<file path="src/caw_pkg.sv">
// Shared types and constants for the critical aperture window.
package caw_pkg;

  localparam int CAW_SAMPLE_BITS = 16;
  localparam int CAW_MAX_WINDOW  = 256;
  localparam int CAW_QUEUE_DEPTH = 2;
  localparam int CAW_FUNC_W      = 2;
  localparam int CAW_DX_W        = 8;
  localparam int CAW_X_W         = 16;
  localparam int CAW_EPS_W       = 16;
  localparam int CAW_SIZE_W      = 9;
  localparam int CAW_ADDR_W      = 3;
  localparam int CAW_OUT_W       = 16;

  typedef enum logic [CAW_FUNC_W-1:0] {
    FUNC_OPEN   = 2'd0,
    FUNC_NODATA = 2'd1,
    FUNC_OFFER  = 2'd2,
    FUNC_NOP    = 2'd3
  } func_t;

  // register selector taken from paddr bit 2
  localparam logic REG_EPSILON   = 1'b0;
  localparam logic REG_WIN_LIMIT = 1'b1;

  typedef struct packed {
    logic [CAW_EPS_W-1:0]  epsilon;
    logic [CAW_SIZE_W-1:0] eff_size;
  } cfg_t;

  // first field sits in the highest bits
  typedef struct packed {
    logic                  no_data;
    logic                  is_empty;
    logic                  is_full;
    logic [CAW_SIZE_W-1:0] window_length;
    logic                  accepted;
  } res_t;

endpackage

</file>
<file path="src/caw_queue.sv">
// Small flop-based FIFO between the decode front and the execute back.
module caw_queue #(
  parameter int W     = 26,
  parameter int DEPTH = caw_pkg::CAW_QUEUE_DEPTH
) (
  input  logic         clk,
  input  logic         rst_n,
  input  logic         push,
  input  logic [W-1:0] wr_data,
  output logic         full,
  input  logic         pop,
  output logic         rd_valid,
  output logic [W-1:0] rd_data
);
  localparam int PTR_W = (DEPTH > 1) ? $clog2(DEPTH) : 1;
  localparam int CNT_W = $clog2(DEPTH + 1);

  logic [W-1:0]     mem_r [DEPTH];
  logic [PTR_W-1:0] wr_ptr_r, rd_ptr_r;
  logic [CNT_W-1:0] count_r;

  assign full     = (count_r == CNT_W'(DEPTH));
  assign rd_valid = (count_r != '0);
  assign rd_data  = mem_r[rd_ptr_r];

  always_ff @(posedge clk) begin
    if (push) begin
      mem_r[wr_ptr_r] <= wr_data;
    end
  end

  always_ff @(posedge clk) begin
    if (!rst_n) begin
      wr_ptr_r <= '0;
      rd_ptr_r <= '0;
      count_r  <= '0;
    end else begin
      if (push) begin
        wr_ptr_r <= (wr_ptr_r == PTR_W'(DEPTH - 1)) ? '0 : wr_ptr_r + 1'b1;
      end
      if (pop) begin
        rd_ptr_r <= (rd_ptr_r == PTR_W'(DEPTH - 1)) ? '0 : rd_ptr_r + 1'b1;
      end
      if (push && !pop) begin
        count_r <= count_r + 1'b1;
      end else if (pop && !push) begin
        count_r <= count_r - 1'b1;
      end
    end
  end

`ifndef SYNTH
  a_count_bound: assert property (@(posedge clk) disable iff (!rst_n)
    count_r <= CNT_W'(DEPTH))
    else $error("queue count above depth");
  a_count_up: assert property (@(posedge clk) disable iff (!rst_n)
    push && !pop |=> count_r == $past(count_r) + 1'b1)
    else $error("queue count missed a push");
  a_pop_nonempty: assert property (@(posedge clk) disable iff (!rst_n)
    pop |-> count_r != '0)
    else $error("pop from empty queue");
`endif

endmodule

</file>
<file path="src/caw_front.sv">
// Input side: accepts beats, decodes the function code and clamps the x step.
module caw_front #(
  parameter int SAMPLE_BITS = caw_pkg::CAW_SAMPLE_BITS,
  parameter int QDEPTH      = caw_pkg::CAW_QUEUE_DEPTH,
  localparam int TDATA_W    = ((caw_pkg::CAW_DX_W + SAMPLE_BITS + 7) / 8) * 8
) (
  input  logic                          clk,
  input  logic                          rst_n,
  input  logic                          in_tvalid,
  output logic                          in_tready,
  input  logic [TDATA_W-1:0]            in_tdata,
  input  logic [caw_pkg::CAW_FUNC_W-1:0] in_tuser,
  output logic                          q_valid,
  input  logic                          q_pop,
  output caw_pkg::func_t                q_op,
  output logic [caw_pkg::CAW_DX_W-1:0]  q_dx,
  output logic [SAMPLE_BITS-1:0]        q_y
);
  import caw_pkg::*;

  localparam int EW = CAW_FUNC_W + CAW_DX_W + SAMPLE_BITS;

  logic                  q_full;
  logic                  push;
  logic [CAW_DX_W-1:0]   dx_raw;
  logic [CAW_DX_W-1:0]   dx_fix;
  func_t                 op;
  logic [EW-1:0]         wr_entry;
  logic [EW-1:0]         rd_entry;

  assign in_tready = !q_full;
  assign push      = in_tvalid && in_tready;

  assign op     = func_t'(in_tuser);
  assign dx_raw = in_tdata[CAW_DX_W-1:0];
  // a zero step counts as one so every line keeps a positive run
  assign dx_fix = (dx_raw == '0) ? CAW_DX_W'(1) : dx_raw;

  assign wr_entry = {op, dx_fix, in_tdata[CAW_DX_W +: SAMPLE_BITS]};

  caw_queue #(
    .W     (EW),
    .DEPTH (QDEPTH)
  ) u_queue (
    .clk      (clk),
    .rst_n    (rst_n),
    .push     (push),
    .wr_data  (wr_entry),
    .full     (q_full),
    .pop      (q_pop),
    .rd_valid (q_valid),
    .rd_data  (rd_entry)
  );

  assign q_op = func_t'(rd_entry[EW-1 -: CAW_FUNC_W]);
  assign q_dx = rd_entry[SAMPLE_BITS +: CAW_DX_W];
  assign q_y  = rd_entry[SAMPLE_BITS-1:0];

endmodule

</file>
<file path="config.mk">
export PLATFORM = sky130hd
export DESIGN_NAME = caw_front
export DESIGN_NICKNAME = d
export VERILOG_FILES = /design/src/caw_pkg.sv /design/src/caw_queue.sv /design/src/caw_front.sv
export SDC_FILE = /design/constraint.sdc
export NUM_CORES = 1
export LEC_CHECK = 0
export ABC_AREA = 1
export ABC_CLOCK_PERIOD_IN_PS = 5130
export BUFFER_PORTS_ARGS = -buffer_cell sky130_fd_sc_hd__buf_2
export CORE_ASPECT_RATIO = 1.75
export CORE_MARGIN = 2
export CORE_UTILIZATION = 56
export CTS_CLUSTER_SIZE = 30
export DETAILED_ROUTE_END_ITERATION = 8
export PLACE_DENSITY = 0.81
export REMOVE_ABC_BUFFERS = 1
export SKIP_LAST_GASP = 1
export SLEW_MARGIN = 0
export SYNTH_ARGS = -nofsm -noshare
export SYNTH_HDL_FRONTEND = slang
export SYNTH_SLANG_ARGS = --single-unit
</file>
<file path="constraint.sdc">
create_clock -name clk -period 5.13 [get_ports clk]
set_clock_uncertainty 0.1 [all_clocks]
set_input_delay 1.2825 -clock clk [delete_from_list [all_inputs] [get_ports clk]]
set_output_delay 1.2825 -clock clk [all_outputs]
set_load 0.05 [all_outputs]
</file>
---- After elaboration in Yosys (flattened, before gate mapping) ----
Memory sizes are Yosys's and may differ from the RTL's. A register that Yosys moved wholly into a read port is not among the register bits.
Cells that the tools add are included.
word-level totals
  register bits ........................... 4
  bits in writable memories ............... 52
  bits of input ports ..................... 30
  output and inout port bits .............. 28
  memories ................................ 1
operators by class
  $add $sub $neg .......................... 4
  equal/unequal tests ..................... 1
  mux-type cells .......................... 9
  reduce and logical (&&, ||, !) cells .... 9
memory list
  name           depth  bits a word  read ports  clocked after memory_dff  wr ports  line             source
  u_queue.mem_r  2      26           1           1                         1         caw_queue.sv:18  logic [W-1:0] mem_r [DEPTH];
operators with widths
  operator               number
  $logic_not A8 Y1       1
  $mux W8                1
  $mux W1                6
  $mux W2                2
  $reduce_bool A2 Y1     2
  $logic_and A1 B1 Y1    3
  $logic_not A1 Y1       3
  $add A1 B1 Y1 const B  2
  $add A2 B1 Y2 const B  1
  $eq A2 B2 Y1 const B   1
  $sub A2 B1 Y2 const B  1

---- Logic depth before layout (Yosys ltp) ----
  depth in word-level cells ............... 7
  mapped depth ............................ 11
  gate-level depth less buffers ........... 11

---- Hierarchy ----
Synthesis repeated with hierarchy kept, for this count alone.
unflattened totals
  cells, all modules ...................... 134
  area, all modules ....................... 2277.2 um^2
by module, submodules not included
  module     times used  cells an instance  area an instance (um^2)
  caw_queue  1           116                2208.4
  caw_front  1           18                 68.8

---- Least setup slack after synthesis ----
No wires, ideal clock.
  path type ............................... in2reg
  start ................................... input port in_tvalid
  end ..................................... memory u_queue.mem_r[0][0], enable pin
  library setup time ...................... 0.409 ns
  arrival ................................. 2.507 ns
  setup slack ............................. 2.114 ns
  stages on the path ...................... 2
  buffers on the path ..................... 0
  cells stage by stage .................... nand2_1 > nor2_1
on the way
  longest elaborated chain between the ends .. 3
ends and longest elaborated chain
  item                           line             source
  start: declaration             caw_front.sv:9   input logic in_tvalid,
  $logic_and A1 B1 Y1            caw_front.sv:32  assign push = in_tvalid && in_tready;
  $mux W1                        caw_queue.sv:27  if (push) begin
  $mux W1 (not written as such)  caw_queue.sv:28  mem_r[wr_ptr_r] <= wr_data;
  end: declaration               caw_queue.sv:18
No other way between the ends.

==> impl_metrics.py <==
metrics = {
    "status": {
        "status": "completed",
    },
    "route": {
        "vias": 1224,
        "ant_nets": 0,
        "drt_pre_antenna_iters": 4,
        "first_iter_violations": 22,
        "viasPerCell": 5.04,
        "routedWlPerCell_um": 14.9,
        "wl_um": 3620,
        "drc": 0,
    },
    "grt": {
        "grt_overflow": 0,
        "grt_max_degree": 27,
        "grt_pass1_vias": 1261,
        "global_route.usage.met2_pct": 30.1,
        "busiest_layer": "met2",
        "grt_pass1_wl_um": 5370,
        "antenna_found_initial": 0,
        "grtUsageMet3_pct": 6.31,
        "use_met1_pct": 16.8,
        "grt.total_usage_pct": 17.1,
    },
    "cells_and_area": {
        "fill_cells": 241,
        "layout.nets": 221,
        "diodes": 0,
        "drive_gt1_share_pct": 53.8,
        "area_growth_pct": 23.7,
        "layout_common_cells": "57 x buf_2, 52 x edfxtp_1, 20 x mux2_4, 10 x nand2_1, 10 x clkbuf_8",
        "fin_util_pct": 72.5,
        "final_common_cell": "buf_2",
    },
    "power": {
        "p_per_area_nw_per_um2": 459,
        "p_clk_share_pct": 38.4,
        "power_frac_seq_pct": 44.0,
        "total_power_mw": 1.29,
        "p_leak_nw": 1.16,
        "p_int_mw": 0.954,
        "switching_share_pct": 25.8,
        "switching_power_mw": 0.331,
        "p_comb_share_pct": 17.6,
        "vdd_drop_max_v": 0.000291,
    },
    "hold_path": {
        "hold_path.class": "reg2reg",
    },
    "timing": {
        "drv_slew": 0,
        "tightest_slew_ns": 0.445,
        "period_needed_ns": 3.29,
        "worst_hold_slack_ns": 0.404,
        "grt_setup_unrepaired": "false",
        "setup-violations-final": 0,
        "fin_setup_tns_ns": 0,
        "slew_headroom_pct": 70.3,
        "fmax_ghz": 0.304,
        "setup_ws_ns": 1.84,
        "timing.final.hold_violations": 0,
        "period_share_pct": 64.2,
    },
    "clock_network": {
        "clock-root-buffer": "clkbuf_8",
        "numCtsBuffers": 9,
        "cts_tree": "yes",
        "cts-hold-fix-buffers": 0,
        "h-tree-depth": 3,
        "worstSkewPairLatency_ns": 0.32,
        "clockBufferDepth": 2,
        "clk_pin_slew_worst_paths_ns": 0.06,
        "cts_setup_buffers": 0,
        "ctsResizeCount": 0,
        "cts_num_sinks": 57,
    },
    "place": {
        "port_buffers": 57,
        "dp_hpwl_um": 2620,
        "gp_congestion": 0.642,
        "pre_cts_slack_ns": 2.17,
    },
    "floorplan": {
        "core_area_sq_um": 3870,
        "fp.dieArea_sq_um": 4590,
        "die_h_um": 88.1,
        "dieWidth_um": 52.1,
        "rows": 30,
        "initial_core_util_pct": 58.6,
        "boundaryPins": 58,
    },
    "run": {
        "cap_violations": 0,
    },
    "synthesis": {
        "avgSynthCellArea_sq_um": 17.6,
        "yosys.cell_types.count": 18,
        "syn_inst": 129,
        "syn_area_sq_um": 2270,
        "synth_seq_cells": 57,
        "yosys_warnings": 0,
        "yosysSeqAreaShare_pct": 73.3,
    },
    "setup_path": {
        "slowest_delay_ns": 0.59,
        "crit_required_ns": 3.75,
        "cp-end-kind": "primary output",
        "crit_fanout": 18,
        "crit_type": "reg2out",
        "slowest_stage": "dfxtp_1",
        "cp_cell_sequence": "buf_4, mux2_2, buf_2",
        "critPathArrivalTime_ns": 1.91,
        "cp-start-kind": "flop",
    },
}
-- cell usage after synthesis --
cell type / instances / area, sq um
buf_12: 2 / 40.0
edfxtp_1: 52 / 1560
o21bai_1: 1 / 7.51
o21ai_0: 2 / 10.0
inv_1: 8 / 30.0
nor3_1: 1 / 5.00
nand2_1: 10 / 37.5
clkbuf_1: 7 / 26.3
nand3_1: 1 / 5.00
ha_1: 1 / 12.5
nand4_1: 1 / 6.26
mux2_2: 6 / 67.6
a21oi_1: 1 / 5.00
dfxtp_1: 5 / 100
nor2_1: 9 / 33.8
buf_6: 1 / 11.3
or2_2: 1 / 6.26
mux2_4: 20 / 300
-- kinds of logic after synthesis --
| group | after synthesis | share of synthesized area, % |
|---|---|---|
| compound gates | 4 | 0.994 |
| buf+inv | 18 | 4.75 |
| mux | 26 | 16.2 |
| flops | 57 | 73.3 |
| fa+ha+maj | 1 | 0.552 |
| simple gates | 23 | 4.14 |
-- metrics by stage --
stage,cells,area (sq um)
floorplan,119,2190
global placement,227,2560
detailed placement,227,2560
CTS,243,2800
global route,243,2800
finish,243,2800
-- worst max-delay path: cells and delay by family (launching register included) --
family / cells / cell delay, ns
muxes: 1 / 0.37
buffers and inverters: 2 / 0.61
DFF: 1 / 0.59
-- flip-flops by register name (all words and copies together), names as in the netlist, named ones only --
signal	count
u_queue.wr_ptr_r	1
u_queue.mem_r	52
u_queue.rd_ptr_r	1
u_queue.count_r	2
-- final timing paths --
path	from	to	slack (ns)	cells past startpoint
max reg2reg	u_queue.count_r[0]$_SDFFE_PN0P_	u_queue.count_r[1]$_SDFFE_PN0P_	3.54	10
max	flop	q_y[8]	1.84	3
min	u_queue.rd_ptr_r$_SDFFE_PN0P_	u_queue.rd_ptr_r$_SDFFE_PN0P_	0.40	2
min reg2reg	u_queue.rd_ptr_r$_SDFFE_PN0P_	u_queue.rd_ptr_r$_SDFFE_PN0P_	0.40	2
-- metal layers --
layer	wire [um]	vias up
li1	-	589
met1	1330	593
met2	2030	36
met3	190	6
met4	69	0
met5	0	-
-- area by class of cell --
| class | count | area, sq um | area share (%) |
|---|---|---|---|
| Clock buffer | 10 | 138 | 4.91 |
| Clock inverter | 6 | 105 | 3.75 |
| Inverter | 8 | 30.0 | 1.07 |
| Multi-Input combinational cell | 54 | 502 | 17.9 |
| Sequential cell | 57 | 1660 | 59.3 |
| Tap cell | 48 | 60.1 | 2.14 |
| Timing Repair Buffer | 60 | 308 | 11.0 |
-- power groups by stage --
stage	logic (mW)	clock network [mW]	registers, mW
6_report	0.227	0.493	0.566
5_1_grt	0.240	0.519	0.568
4_1_cts	0.229	0.505	0.566
3_5_place_dp	0.229	0	0.575
3_3_place_gp	0.221	0	0.572
2_1_floorplan	0.171	0	0.576
No activity file was read; power rests on OpenSTA's default activity.
